[config.mk]
export PLATFORM = sky130hd
export DESIGN_NAME = ffha_queue
export DESIGN_NICKNAME = d
export VERILOG_FILES = /design/src/hw/rtl/ffha_pkg.sv /design/src/hw/rtl/ffha_queue.sv
export SDC_FILE = /design/constraint.sdc
export NUM_CORES = 1
export LEC_CHECK = 0
export ABC_CLOCK_PERIOD_IN_PS = 6650
export BUFFER_PORTS_ARGS = -buffer_cell sky130_fd_sc_hd__buf_2
export CAP_MARGIN = 10
export CORE_MARGIN = 1.5
export CORE_UTILIZATION = 63
export CTS_BUF_LIST = sky130_fd_sc_hd__clkbuf_16
export DETAILED_ROUTE_END_ITERATION = 8
export GPL_ROUTABILITY_DRIVEN = 0
export PLACE_DENSITY = 0.81
export SLEW_MARGIN = 20
export SYNTH_ARGS = -nofsm -noshare
export SYNTH_HDL_FRONTEND = slang
export SYNTH_SLANG_ARGS = --single-unit
[constraint.sdc]
create_clock -name clk -period 6.65 [get_ports clk]
set_input_delay 0.3325 -clock clk [delete_from_list [all_inputs] [get_ports clk]]
set_output_delay 0.3325 -clock clk [all_outputs]
set_load 0.02 [all_outputs]
[src/hw/rtl/ffha_pkg.sv]
// Shared types and constants for the first-fit heap allocator.
// Holds the request and result structs, the opcode and status codes.
// Used by every module of the allocator.
`default_nettype none

package ffha_pkg;

  // Operation codes carried in the request.
  localparam logic FUNC_ALLOC = 1'b0;
  localparam logic FUNC_FREE  = 1'b1;

  // Result status codes.
  typedef enum logic [2:0] {
    ST_OK        = 3'd0,
    ST_NO_MEMORY = 3'd1,
    ST_TABLE_FULL = 3'd2,
    ST_BAD_PTR   = 3'd3,
    ST_ZERO_NULL = 3'd4
  } status_t;

  // Base address of the heap in the address map.
  localparam logic [31:0] HEAP_BASE = 32'h0100_0000;

  // Page budget register.
  localparam int BUDGET_W = 14;
  localparam logic [BUDGET_W-1:0] BUDGET_RESET = 14'd12288;

  // Configuration bus data width and register address.
  localparam int APB_DW = 32;
  localparam logic [1:0] ADDR_BUDGET = 2'd0;

  typedef struct packed {
    logic        func;
    logic [31:0] req_size;
    logic [31:0] address;
  } req_t;

  typedef struct packed {
    status_t     status;
    logic [31:0] alloc_address;
    logic [25:0] held_bytes;
    logic [25:0] spare_bytes;
    logic [8:0]  block_count;
    logic [13:0] heap_pages;
  } rsp_t;

endpackage

`default_nettype wire

[src/hw/rtl/ffha_queue.sv]
// Small in-order queue between the edit stage and the tail of the cell chain.
// Takes up to two entries per cycle and releases one per cycle while read and not empty.
// Depends on ffha_pkg.
`default_nettype none

module ffha_queue
  import ffha_pkg::*;
#(
  parameter int W     = 53,
  parameter int DEPTH = 16
) (
  input  wire logic         clk,
  input  wire logic         rst,
  input  wire logic         wr0,
  input  wire logic [W-1:0] wdata0,
  input  wire logic         wr1,
  input  wire logic [W-1:0] wdata1,
  input  wire logic         rd,
  output logic      [W-1:0] rdata,
  output logic              empty
);

  localparam int PW = $clog2(DEPTH);

  logic [W-1:0]  mem [DEPTH];
  logic [PW-1:0] wp;
  logic [PW-1:0] rp;
  logic [PW:0]   fill;
  logic [PW-1:0] wp1;
  logic          do_rd;

  assign empty = (fill == '0);
  assign rdata = mem[rp];
  assign do_rd = rd && !empty;
  assign wp1   = wr0 ? wp + PW'(1) : wp;

  // Storage: the second write lands after the first one.
  always_ff @(posedge clk) begin
    if (wr0) begin
      mem[wp] <= wdata0;
    end
    if (wr1) begin
      mem[wp1] <= wdata1;
    end
  end

  // Pointers and fill level.
  always_ff @(posedge clk) begin
    if (rst) begin
      wp   <= '0;
      rp   <= '0;
      fill <= '0;
    end else begin
      wp   <= wp + PW'(wr0) + PW'(wr1);
      rp   <= rp + PW'(do_rd);
      fill <= fill + (PW+1)'(wr0) + (PW+1)'(wr1) - (PW+1)'(do_rd);
    end
  end

endmodule

`default_nettype wire

==> summary.txt <==
Yosys
  – Seq/Total Area, Yosys: 59.2%
  – Yosys reg bits: 861
  – Area leader, netlist: edfxtp_1
  – Syn Nets: 2605
  – Commonest cells in the synthesized netlist: edfxtp_1, mux2_2, mux4_2
  – FFs w/ async S/R, synth: 0%
  – Post-Syn Area: 43500 µm²
  – Syn avg cell area: 17.5 µm²
  – Most common cell in the netlist: edfxtp_1
  – EDFF count, synth: 848
  – Predominant post-synthesis flop cell: edfxtp_1
  – Share of the synthesized area in the top cell type: 58.6%
  – Post-Synthesis Cells: 2479
  – Largest cells by area after synthesis: edfxtp_1, mux2_2, mux4_2, mux2_1, a22oi_1
  – Netlist cell types: 44
  – Synthesis Warnings: 0

Worst setup path
  – Worst EP required: 6890 ps
  – R2r startpoint: wp[0]
  – End of the critical path: mem[0][19]
  – Crit path max fanout: 54
  – Worst Setup SP: wp[0]
  – Critical path data arrival time: 4360 ps
  – CP endpoint kind: register
  – RR Endpoint: mem[0][19]
  – CP Class: reg2reg
  – Reg2reg setup slack: 2520 ps
  – FF-to-FF path depth: 7
  – Startpoint types: register

Die
  – Die X: 266 µm
  – Die Ht: 266 µm
  – I/O pin total: 165
  – Area of the die: 70600 µm²
  – Core area: 68500 µm²
  – Initial Util: 63.5%
  – Site Rows: 96

Layout
  – Fin util: 69.0%
  – Area of the multi-input gates: 16600 µm²
  – Share of cells above drive strength 1: 51.9%
  – Register Area: 25700 µm²
  – Fin cells: 3461
  – Final nets: 2631
  – Cell area after layout: 47300 µm²
  – Fill cells: 4359
  – Area growth from synthesis to layout: 8.68%

Detailed routing
  – Iter 0 DRT Violations: 3042
  – Average wire per cell in the routed design: 30.8 µm
  – Via count: 24300
  – Post-Route WL: 107 mm
  – Routed Antenna Nets: 0
  – Vias per cell: 7.01
  – DR pass1 iterations: 7
  – Remaining DRCs: 0

Hold path
  – Hold Crit Class: in2reg
  – Hold Path Origin: rst

STA
  – Maximum clock frequency: 0.242 GHz
  – Worst-Margin Slew: 1160 ps
  – RSZ-0062 raised after global routing: no
  – Skew final: 23.2 ps
  – Final Max Tran Viols: 0
  – Fin crit period: 4130 ps
  – Fin crit share: 62.1%
  – Hold Fails Final Rpt: 0
  – Final Setup Violations: 0
  – Final setup TNS: 0 ps
  – Max-slew headroom: 22.7%

Pwr
  – Maximum vdd drop: 0.265 mV
  – Cell Pwr Density: 301 nW/µm²
  – Leak pwr: 15.4 nW

Global routing
  – Vias in the first global route: 25600
  – Largest net degree at the start of global routing: 130
  – Initial antenna violation count: 7
  – First-pass GRT wire length: 160 mm
  – Global-route usage over all layers: 30.6%
  – GR Overflow Total: 0

CTS
  – Clk_lat worst skew: 630 ps
  – Clock tree from TritonCTS: built
  – Post-CTS Setup Bufs: 0
  – Clock transition at path regs: 60 ps
  – CTS max path bufs: 3
  – Num CTS Buffers: 88
  – Root buf cell: clkbuf_16
  – Clk sinks: 861
  – H-Tree Depth: 3
  – Hold_buf cts: 0
  – Post-cts resize count: 0

Outcome
  – Status: complete, no violations

Placed design
  – Detailed Place HPWL: 54.7 mm
  – Placed Cells: 3297
  – Dpl cell area: 44600 µm²
  – Port Buffers: 164

Run
  – Max Cap Viol: 0
[power breakdown]
group | switching (W) | internal [W] | leakage (nW) | total [W]
sequential | 0.000145 | 0.00629 | 7.80 | 0.00644
clock | 0.00205 | 0.00258 | 1.38 | 0.00462
combinational | 0.00171 | 0.00145 | 6.19 | 0.00316
[routing by layer]
| metal | track usage, % | share of wire, % | up-vias |
|---|---|---|---|
| met5 | 0 | 0 | - |
| met1 | 42.0 | 39 | 12700 |
| met3 | 6.16 | 9.2 | 207 |
| met4 | 11.3 | 3.1 | 0 |
| met2 | 49.0 | 48 | 1259 |
| li1 | - | - | 10100 |
[layout by cell type (no fill, tap or decap), drive strengths merged, types with 4 or more instances in the layout]
master and count:
nor2b 8, nand2b 4, nand2 59, a21o 7
edfxtp 848, nor2 12, buf 200, dfxtp 13
a21oi 4, inv 36, a22oi 106, o21a 4
diode 7, clkbuf 91, xnor2 5, o21ai 15
clkinv 37, ha 12, and2 4, nor3 13
mux2 848, mux4 212
[logic make-up (layout without fill, tap and decap cells)]
group | count (synthesis) | in the layout | synth area share, %
compound gates | 145 | 145 | 2.53
xor+xnor | 7 | 7 | 0.141
fa+ha+maj | 15 | 15 | 0.483
buf+inv | 275 | 368 | 3.28
flops | 861 | 861 | 59.2
mux | 1060 | 1060 | 32.9
other cells | 0 | 7 | 0
simple gates | 116 | 116 | 1.48
[worst max-delay path, stage by stage (launching register included)]
cell and delay, ps:
dfxtp_1 590, ha_1 290, nand2_1 360, a21o_1 400, nor3_4 150, buf_4 830
o21bai_4 270, buf_4 810
[sequential cells by signal (all words and copies together), names as in the netlist]
| register | cells |
|---|---|
| rp | 4 |
| mem | 848 |
| fill | 5 |
| wp | 4 |
[final cells by class]
type	count	area share (%)
flip-flops and latches	861	54.4
diodes	7	0.0371
inverters	11	0.0874
clock inverters	66	0.770
well taps	882	2.33
repair buffers	200	2.39
multi-input cells	1343	35.1
clock buffers	91	4.82
[metrics by stage]
| stage | total power, W | hold slack [ps] | setup slack (ps) |
|---|---|---|---|
| finish | 0.0142 | 25.4 | 2520 |
| global route | 0.0147 | 50.1 | 2390 |
| CTS | 0.0143 | 1.78 | 2600 |
| detailed placement | 0.00971 | 583 | 2620 |
| global placement | 0.00963 | 560 | 2720 |
| floorplan | 0.00884 | 404 | 658 |
[worst min path at each step]
| stage | depth (start not counted) | slack, ps | end |
|---|---|---|---|
| floorplan | 1 | 400 | fill[1] |
| global placement | 3 | 560 | fill[4] |
| detailed placement | 3 | 580 | fill[4] |
| CTS | 2 | 2 | wp[0] |
| global route | 2 | 50 | fill[1] |
| finish | 2 | 30 | wp[0] |
(Power assumes the default switching activity.)
