<file path="src/hw/rtl/ffha_pkg.sv">
// Shared types and constants for the first-fit heap allocator.
// Holds the request and result structs, the opcode and status codes.
// Used by every module of the allocator.
`default_nettype none

package ffha_pkg;

  // Operation codes carried in the request.
  localparam logic FUNC_ALLOC = 1'b0;
  localparam logic FUNC_FREE  = 1'b1;

  // Result status codes.
  typedef enum logic [2:0] {
    ST_OK        = 3'd0,
    ST_NO_MEMORY = 3'd1,
    ST_TABLE_FULL = 3'd2,
    ST_BAD_PTR   = 3'd3,
    ST_ZERO_NULL = 3'd4
  } status_t;

  // Base address of the heap in the address map.
  localparam logic [31:0] HEAP_BASE = 32'h0100_0000;

  // Page budget register.
  localparam int BUDGET_W = 14;
  localparam logic [BUDGET_W-1:0] BUDGET_RESET = 14'd12288;

  // Configuration bus data width and register address.
  localparam int APB_DW = 32;
  localparam logic [1:0] ADDR_BUDGET = 2'd0;

  typedef struct packed {
    logic        func;
    logic [31:0] req_size;
    logic [31:0] address;
  } req_t;

  typedef struct packed {
    status_t     status;
    logic [31:0] alloc_address;
    logic [25:0] held_bytes;
    logic [25:0] spare_bytes;
    logic [8:0]  block_count;
    logic [13:0] heap_pages;
  } rsp_t;

endpackage

`default_nettype wire

</file>
<file path="src/hw/rtl/ffha_cell.sv">
// One cell of the block table chain: holds one block entry.
// On each shift it takes the entry of its right-hand neighbor.
// Depends on ffha_pkg.
`default_nettype none

module ffha_cell
  import ffha_pkg::*;
#(
  parameter int W         = 26,
  parameter int INIT_SIZE = 4080
) (
  input  wire logic         clk,
  input  wire logic         rst,
  input  wire logic         shift,
  input  wire logic [W-1:0] in_off,
  input  wire logic [W-1:0] in_size,
  input  wire logic         in_free,
  output logic      [W-1:0] off,
  output logic      [W-1:0] size,
  output logic              free
);

  // Reset loads the initial heap block; the head cell is the one that counts.
  always_ff @(posedge clk) begin
    if (rst) begin
      off  <= '0;
      size <= W'(INIT_SIZE);
      free <= 1'b1;
    end else if (shift) begin
      off  <= in_off;
      size <= in_size;
      free <= in_free;
    end
  end

endmodule

`default_nettype wire

</file>
<file path="config.mk">
export PLATFORM = sky130hd
export DESIGN_NAME = ffha_cell
export DESIGN_NICKNAME = d
export VERILOG_FILES = /design/src/hw/rtl/ffha_pkg.sv /design/src/hw/rtl/ffha_cell.sv
export SDC_FILE = /design/constraint.sdc
export NUM_CORES = 1
export LEC_CHECK = 0
export BUFFER_PORTS_ARGS = -buffer_cell sky130_fd_sc_hd__buf_2
export CAP_MARGIN = 20
export CORE_MARGIN = 1
export CORE_UTILIZATION = 30
export DETAILED_ROUTE_END_ITERATION = 10
export PLACE_DENSITY = 0.64
export SYNTH_ARGS = -nofsm -noshare
export SYNTH_HDL_FRONTEND = slang
export SYNTH_SLANG_ARGS = --single-unit
export TNS_END_PERCENT = 5
</file>
<file path="constraint.sdc">
create_clock -name clk -period 2.17 [get_ports clk]
set_input_delay 0 -clock clk [delete_from_list [all_inputs] [get_ports clk]]
set_output_delay 0 -clock clk [all_outputs]
set_load 0.005 [all_outputs]
</file>
==> out/metrics.cfg, run 1 <==
[status]
status = complete, no violations

[die]
die-width_um = 83.05
start_util_pct = 31.03
die_y_um = 83.05
ioPinCount = 109
dieArea_um2 = 6897
core-area_um2 = 6350
fp-row-count = 29

[synth]
synth_nets = 228
synth_area_leaders = dfxtp_1 (54%), mux2i_1 (22%), nor2_1 (8.4%)
syn_inst = 172
ys_types = 12
ys_seq_elements = 53
synth_warnings = 0
yosysTopAreaCell = dfxtp_1
netlist.area_leader.share_pct = 53.84
avgSynthCellArea_um2 = 11.46
yosysSeqAreaShare_pct = 53.84
synth_area_um2 = 1971

[setup_path]
path_class = reg2reg
cp_max_fo = 2
cp.arrival_ps = 990
cp-end-kind = flip-flop
timing.rr.start = size[4]
critPathRequiredTime_ps = 2360
cp-start-kind = flip-flop
startpoint = size[4]

[timing]
report.final.slew_viol_count = 0
tns_ps = 0
setup_ws_ps = 1373
setup_violations = 0
rsz0062_at_grt = no
period_share_pct = 36.75
finalHoldViolCount = 0
finalCriticalPeriod_ps = 797.5
fmax_mhz = 1254
slew_headroom_pct = 36.87
tightest_slew_ps = 946.9
fin_worst_skew_ps = 0

[cts]
cts_tree = done
cts_setup_buffers = 0
clockBufferDepth = 2
clk_latency_ps = 290
post_cts_resize_count = 0
cts_buffers = 5
postCtsHoldBufs = 53
root_buffer = clkbuf_8
path_clk_slew_ps = 90
ctsHtreeMaxLevel = 2
cts_num_sinks = 53

[layout]
areaGrowthSynthToFinish_pct = 56.70
final_layout_size_suffix_gt1_share_pct = 35.87
utilization_pct = 48.63
nets = 384
antenna_cells = 0

[power_and_ir_drop]
cellPowerDensity_nw_per_um2 = 618.3
ir_worst_vdd_v = 0.0003035
p_leak_nw = 1.584
power_mw = 1.909

[routing]
vias = 1753
route.detailed.drc = 0
ant_nets = 0
route.final.wire_length_um = 4764
dr.pass1.iters = 4
initialDrtViolationCount = 44
drt-vias-per-instance = 4.318
wl_per_cell_um = 11.73

[place]
place_ws_ps = 1136
port-buffer-count = 108
dp_hpwl_um = 2554
routabilityCongestion = 0.6807

[global_route]
grt_first_pass_wirelength_um = 7852
grt_pass1_vias = 1721
grt_max_degree = 63
grt_use_total_pct = 14.00
antenna_found_initial = 0
gr-total-overflow = 0

[min_path]
hp-start = shift
worstHoldPathType = in2reg

[run]
max-cap-violations = 0

[cell families after synthesis]
logic type / Yosys count / synth area share (%)
flops: 53 / 53.84
simple gates: 53 / 12.19
mux: 44 / 22.35
buf+inv: 13 / 7.619
compound gates: 9 / 4.000
[per-stage QoR]
step	hold WS (ps)	instances	cell area, um^2
5_1_grt	319.3	406	3088
4_1_cts	293.0	406	3088
3_5_place_dp	215.4	345	2477
6_report	304.0	406	3088
2_1_floorplan	122.3	172	1971
3_3_place_gp	205.5	345	2477
[worst max-delay path: stages (launching register included)]
cell,delay (ps)
dfxtp_1,330
and2b_4,160
a211o_1,210
[path summary, 6_finish.rpt]
path                   to  slack [ps]  depth (start not counted)
hold / removal    off[23]         300                          4
setup reg to reg  size[4]        1370                          2
hold reg to reg   off[21]         490                          2
setup / recovery  size[4]        1370                          2
[cells in the mapped netlist (all sizes together)]
cell type,n
nor2b,2
dfxtp,53
a211o,9
buf,8
nor2,44
clkbuf,5
and2b,7
mux2i,44
[placed cells by master, fill, tap and decap left out, drive strengths merged]
master and n:
mux2i 44, nor2 44, nor2b 2, dlygate4sd3 53, clkbuf 8, a211o 9
dfxtp 53, and2b 7, buf 109
[per-layer routing]
layer	GRT usage, %	part of all wire (%)	vias up	wire [um]
met1	15.60	42	798	2001
li1	-	-	881	-
met3	4.871	6.1	4	289
met5	0	0	-	0
met2	25.11	51	70	2429
met4	3.918	0.92	0	44
[area by class of cell]
type / instances / area, um^2
repair buffers: 162 / 1091
well taps: 77 / 96.34
clock buffers: 8 / 80.08
multi-input cells: 106 / 759.5
fillers: 599 / 3262
flip-flops and latches: 53 / 1061
[state kept, by name (all words and copies together), names as in the netlist]
register  count
free          1
off          26
size         26
[power by group]
group	switching, mW	internal, mW	leakage [nW]
Sequential	0.0288	1.03	0.439
Combinational	0.127	0.204	1.11
Clock	0.287	0.230	0.0395
Total	0.443	1.47	1.58
(Power assumes the default switching activity.)
==> run 2, diff against run 1 <==
clock period = 0.8 ns   (was 2.17 ns; I/O delays follow)
==> run 2 against run 1 <==
  * Setup slack worse by 1400 ps
  * Clock power rose to 2.7 times the previous value
  * Wire length up 1.2%
  * Via count up 0.74%
  * Utilization up 1.6 points
  * Maximum frequency up 1.1%
==> out/metrics.cfg, run 2 (synthesis results as in run 1) <==
[timing]
fmax_mhz = 1268  ; was 1254 MHz
setup_ws_ps = 11.06  ; was 1373 ps
fin_worst_skew_ps = 0  ; unchanged
period_share_pct = 98.62  ; was 36.75%
finalHoldViolCount = 0  ; unchanged
tightest_slew_ps = 360.5  ; was 946.9 ps
slew_headroom_pct = 75.97  ; was 36.87%
report.final.slew_viol_count = 0  ; unchanged
rsz0062_at_grt = yes  ; was no
finalCriticalPeriod_ps = 788.9  ; was 797.5 ps
setup_violations = 0  ; unchanged

[cts]
cts_buffers = 5  ; unchanged
cts_setup_buffers = 0  ; unchanged
cts_num_sinks = 53  ; unchanged
cts_tree = done  ; unchanged
clk_latency_ps = 300  ; was 290 ps
root_buffer = clkbuf_8  ; unchanged
clockBufferDepth = 2  ; unchanged
path_clk_slew_ps = 90  ; about the same
ctsHtreeMaxLevel = 2  ; unchanged

[die]
die-width_um = 83.05  ; unchanged
core-area_um2 = 6350  ; unchanged
dieArea_um2 = 6897  ; unchanged
start_util_pct = 31.03  ; unchanged
fp-row-count = 29  ; unchanged
die_y_um = 83.05  ; unchanged
ioPinCount = 109  ; unchanged

[layout]
areaGrowthSynthToFinish_pct = 61.84  ; was 56.70%
reg.largest.list = off: 26 flops, size: 26 flops, free: 1 flops  ; unchanged
fillCellCount = 575  ; was 599
layout_common_cells = buf_2 (107), dlygate4sd3_1 (53), mux2i_1 (44), nor2_1 (44), dfxtp_2 (30)  ; was buf_2 (108), dfxtp_1 (53), dlygate4sd3_1 (53), mux2i_1 (44), nor2_1 (44)
layout_commonest_cell = buf_2  ; unchanged
final_layout_size_suffix_gt1_share_pct = 46.25  ; was 35.87%
fin_area_um2 = 3189  ; was 3088 um^2
nets = 388  ; was 384
antenna_cells = 0  ; unchanged

[global_route]
grt_max_degree = 34  ; was 63
grt_pass1_vias = 1739  ; was 1,721
gr-total-overflow = 0  ; unchanged
antenna_found_initial = 0  ; unchanged
grt_first_pass_wirelength_um = 7990  ; was 7852 um
grt_use_total_pct = 14.34  ; was 14.00%

[setup_path]
cp-end-kind = flip-flop  ; unchanged
critPathRequiredTime_ps = 1000  ; was 2360 ps
cpPeakStageDelay_ps = 330  ; about the same
timing.rr.start = free  ; was size[4]
path_cells = and2b_4, a211o_1  ; unchanged
cp-start-kind = flip-flop  ; unchanged
path_class = reg2reg  ; unchanged
startpoint = free  ; was size[4]
cp_max_fo = 2  ; unchanged
cp.arrival_ps = 990  ; about the same
critPathSlowestCell = dfxtp_2  ; was dfxtp_1
path_buf_inv = 0  ; unchanged
path_delay_family = flip-flops  ; unchanged

[place]
dpl-instance-area_um2 = 2532  ; was 2477 um^2
place_ws_ps = -138.8  ; was 1136 ps
routabilityCongestion = 0.6549  ; was 0.6807
port-buffer-count = 108  ; unchanged
dp_hpwl_um = 2814  ; was 2554 um

[routing]
route.detailed.drc = 0  ; unchanged
vias = 1766  ; was 1,753
ant_nets = 0  ; unchanged
initialDrtViolationCount = 56  ; was 44
routed-wl-met3_um = 267  ; was 289 um
drt-met1-wl_um = 2098  ; was 2001 um
wl_per_cell_um = 11.76  ; was 11.73 um
route.final.wire_length_um = 4821  ; was 4764 um
dr.pass1.iters = 4  ; unchanged
met2_length_um = 2410  ; was 2429 um
dr.max_layer_used = met4  ; unchanged
drt-vias-per-instance = 4.307  ; was 4.318

[power_and_ir_drop]
cellPowerDensity_nw_per_um2 = 1644  ; was 618.3 nW/um^2
ir_worst_vdd_v = 0.0007808  ; was 0.0003035 V
p_leak_nw = 1.627  ; was 1.584 nW

[status]
status = complete, no violations  ; unchanged

[min_path]
hp-start = rst  ; was shift
worstHoldPathType = in2reg  ; unchanged

[run]
max-cap-violations = 0  ; unchanged

run 2: worst paths after layout:
check,endpoint,slack (ps),cells past startpoint
worst max-delay path,free,10,2
worst min-delay path,off[23],80,2
worst max register to register,free,10,2
worst min register to register,size[2],480,2
run 2: per-layer routing:
metal	GRT usage [%]	vias up
met5	0	-
met4	3.762	0
met2	26.08	68
met1	16.34	803
li1	-	890
met3	4.076	5
run 2: final cells by class:
type                            instances  area [um^2]  area share, %
Timing Repair Buffer                  166         1152          36.13
Clock buffer                            6        72.57          2.275
Multi-Input combinational cell        106        759.5          23.81
Sequential cell                        53         1099          34.44
Tap cell                               77        96.34          3.021
Clock inverter                          2        10.01         0.3138
run 2: what timing repair did:
action                                 CTS  global route
endpoints found under the hold margin   53             0
gates resized for setup                  0            31
hold buffers                            53             0
setup endpoints to repair                0            35
run 2: stage by stage:
stage          power (mW)  hold slack (ps)  instances  util [%]  TNS [ps]
6_report            5.245            83.32        410     50.23         0
5_1_grt             5.571            80.95        410     50.23    -51.21
4_1_cts             5.315            83.70        410     49.54         0
3_5_place_dp        3.659            211.6        349     39.88     -4849
3_3_place_gp        3.649            208.6        349     39.88     -3721
2_1_floorplan       3.353            122.3        172         -         0
run 2: report_power, final:
group	switching, mW	internal (mW)
registers	0.0795	2.82
clock network	0.811	0.608
logic	0.348	0.581
run 2: worst register-to-register path, delay by kind of cell, from the launching register on:
family | cells | cell delay, ps
AOI/OAI and AO/OA | 1 | 210
DFF | 1 | 330
and+or+nand+nor | 1 | 150
==> run 3, diff against run 2 <==
CORE_UTILIZATION = 40   (was 30)
GPL_ROUTABILITY_DRIVEN = 0   (was default)
PLACE_DENSITY = 0.79   (was 0.64)
==> run 3 against run 2 <==
  * Global-route usage rose by 3.7 points
  * Clock power increased by 3%
  * Sequential share of layout area is 0.60 points lower
  * Critical path depth stayed put
  * Critical path type unchanged
  * Flip-flop and latch count did not move
  * Highest routed layer unchanged
  * First-iteration DRC count did not move
  * Sequential power barely moved
  * Non-clock buffer count rose by 2
  * Wire length is 0.19% higher
  * Clock skew unchanged
  * Via count down 0.11%
  * The flow now finishes with violations (setup timing)
  * Power is 0.79% higher
==> out/metrics.cfg, run 3 (synthesis results as in run 1) <==
[layout]
antenna_cells = 0  ; unchanged
layout_common_cells = buf_2 (108), dlygate4sd3_1 (53), dfxtp_1 (46), mux2i_1 (44), nor2_1 (44)  ; was buf_2 (107), dlygate4sd3_1 (53), mux2i_1 (44), nor2_1 (44), dfxtp_2 (30)
nets = 390  ; was 388
final_layout_size_suffix_gt1_share_pct = 39.52  ; was 46.25%
layout_commonest_cell = buf_2  ; unchanged
seq_area_um2 = 1070  ; was 1099 um^2
multi_input_area_um2 = 759.5  ; unchanged
fin_area_um2 = 3161  ; was 3189 um^2
reg.largest.list = off: 26 flops, size: 26 flops, free: 1 flops  ; unchanged
fillCellCount = 359  ; was 575
areaGrowthSynthToFinish_pct = 60.38  ; was 61.84%

[routing]
vias = 1764  ; was 1,766
initialDrtViolationCount = 56  ; unchanged
wl_per_cell_um = 12.04  ; was 11.76 um
ant_nets = 0  ; unchanged
drt-vias-per-instance = 4.399  ; was 4.307
route.final.wire_length_um = 4830  ; was 4821 um
route.detailed.drc = 0  ; unchanged
dr.pass1.iters = 4  ; unchanged

[setup_path]
path_delay_family = flip-flops  ; unchanged
path_buf_inv = 0  ; unchanged
cp.arrival_ps = 1000  ; was 990 ps
cp-end-kind = flip-flop  ; unchanged
critPathSlowestCell = dfxtp_2  ; unchanged
startpoint = free  ; unchanged
cp_max_fo = 2  ; unchanged
path_class = reg2reg  ; unchanged
cp-start-kind = flip-flop  ; unchanged
path_cells = and2b_4, a211o_1  ; unchanged
critPathRequiredTime_ps = 990  ; was 1000 ps
cpPeakStageDelay_ps = 330  ; about the same
timing.rr.start = free  ; unchanged

[die]
dieArea_um2 = 5211  ; was 6897 um^2
die-width_um = 72.19  ; was 83.05 um
die_y_um = 72.19  ; was 83.05 um
fp-row-count = 25  ; was 29
core-area_um2 = 4723  ; was 6350 um^2
ioPinCount = 109  ; unchanged
start_util_pct = 41.72  ; was 31.03%

[cts]
cts_buffers = 5  ; unchanged
ctsHtreeMaxLevel = 2  ; unchanged
cts_tree = done  ; unchanged
clk_latency_ps = 290  ; was 300 ps
cts_num_sinks = 53  ; unchanged
clockBufferDepth = 2  ; unchanged
path_clk_slew_ps = 80  ; was 90 ps
root_buffer = clkbuf_8  ; unchanged

[place]
place_ws_ps = -127.6  ; was -138.8 ps
port-buffer-count = 108  ; unchanged
dpl-instance-area_um2 = 2535  ; was 2532 um^2
dp_hpwl_um = 2730  ; was 2814 um

[timing]
report.final.slew_viol_count = 0  ; unchanged
tightest_slew_ps = 319.9  ; was 360.5 ps
finalHoldViolCount = 0  ; unchanged
setup_ws_ps = -9.001  ; was 11.06 ps
finalCriticalPeriod_ps = 809.0  ; was 788.9 ps
rsz0062_at_grt = yes  ; unchanged
fin_worst_skew_ps = 0  ; unchanged
period_share_pct = 101.1  ; was 98.62%
slew_headroom_pct = 78.67  ; was 75.97%
fmax_mhz = 1236  ; was 1268 MHz
setup_violations = 1  ; was 0

[global_route]
grt_use_total_pct = 18.06  ; was 14.34%
grt_first_pass_wirelength_um = 7231  ; was 7990 um
grt_max_degree = 31  ; was 34
gr-total-overflow = 0  ; unchanged
antenna_found_initial = 0  ; unchanged
grt_pass1_vias = 1656  ; was 1,739

[power_and_ir_drop]
p_leak_nw = 1.628  ; was 1.627 nW
power_mw = 5.286  ; was 5.245 mW
cellPowerDensity_nw_per_um2 = 1672  ; was 1644 nW/um^2
ir_worst_vdd_v = 0.001068  ; was 0.0007808 V

[status]
status = finished, violations left  ; was complete, no violations
violations = setup timing

[min_path]
worstHoldPathType = in2reg  ; unchanged
hp-start = rst  ; unchanged

[run]
max-cap-violations = 0  ; unchanged

## run 3: cell count changes in the layout (fill, tap and decap cells not counted), sizes merged
cell,change
clkinv,-2
clkbuf,+1
buf,+2
## run 3: path summary, 6_finish.rpt
path | slack [ps] | cells after the start | to
hold / removal | 70 | 2 | size[1]
setup / recovery | -9 | 2 | free
hold reg to reg | 490 | 2 | size[18]
setup reg to reg | -9 | 2 | free
## run 3: worst reg2reg max path, stage by stage, from the launching register on
cell and delay (ps):
dfxtp_2 330, and2b_4 150, a211o_1 220
## run 3: layout make-up
| type | count | area share, % |
|---|---|---|
| Clock buffer | 7 | 2.732 |
| Multi-Input combinational cell | 106 | 24.03 |
| Timing Repair Buffer | 168 | 36.74 |
| Tap cell | 67 | 2.652 |
| Sequential cell | 53 | 33.85 |
## run 3: what timing repair did
| item | in CTS | in global routing |
|---|---|---|
| endpoints found under the hold margin | 53 | 0 |
| cloned | 0 | 0 |
| pin swaps | 0 | 0 |
| setup buffers | 0 | 0 |
| hold buffers | 53 | 0 |
| setup endpoints to repair | 1 | 11 |
| gates resized for setup | 1 | 6 |
## run 3: power breakdown
part           switching, mW  internal, mW
Combinational          0.355         0.583
Sequential            0.0786          2.80
Clock                  0.777         0.688
## run 3: stage by stage
step	hold WS, ps	setup TNS (ps)	cells	utilization [%]
2_1_floorplan	122.3	0	172	-
3_3_place_gp	208.9	-3258	341	53.67
3_5_place_dp	212.0	-4220	341	53.67
4_1_cts	63.72	-17.20	401	66.76
5_1_grt	88.50	-60.01	401	66.91
6_report	65.78	-9.001	401	66.91
## run 3: layer usage
| metal | track usage, % | share of wire [%] | vias up |
|---|---|---|---|
| li1 | - | - | 892 |
| met1 | 18.91 | 40 | 785 |
| met2 | 34.37 | 52 | 74 |
| met3 | 4.444 | 5.7 | 13 |
| met4 | 6.972 | 2.0 | 0 |
| met5 | 0 | 0 | - |
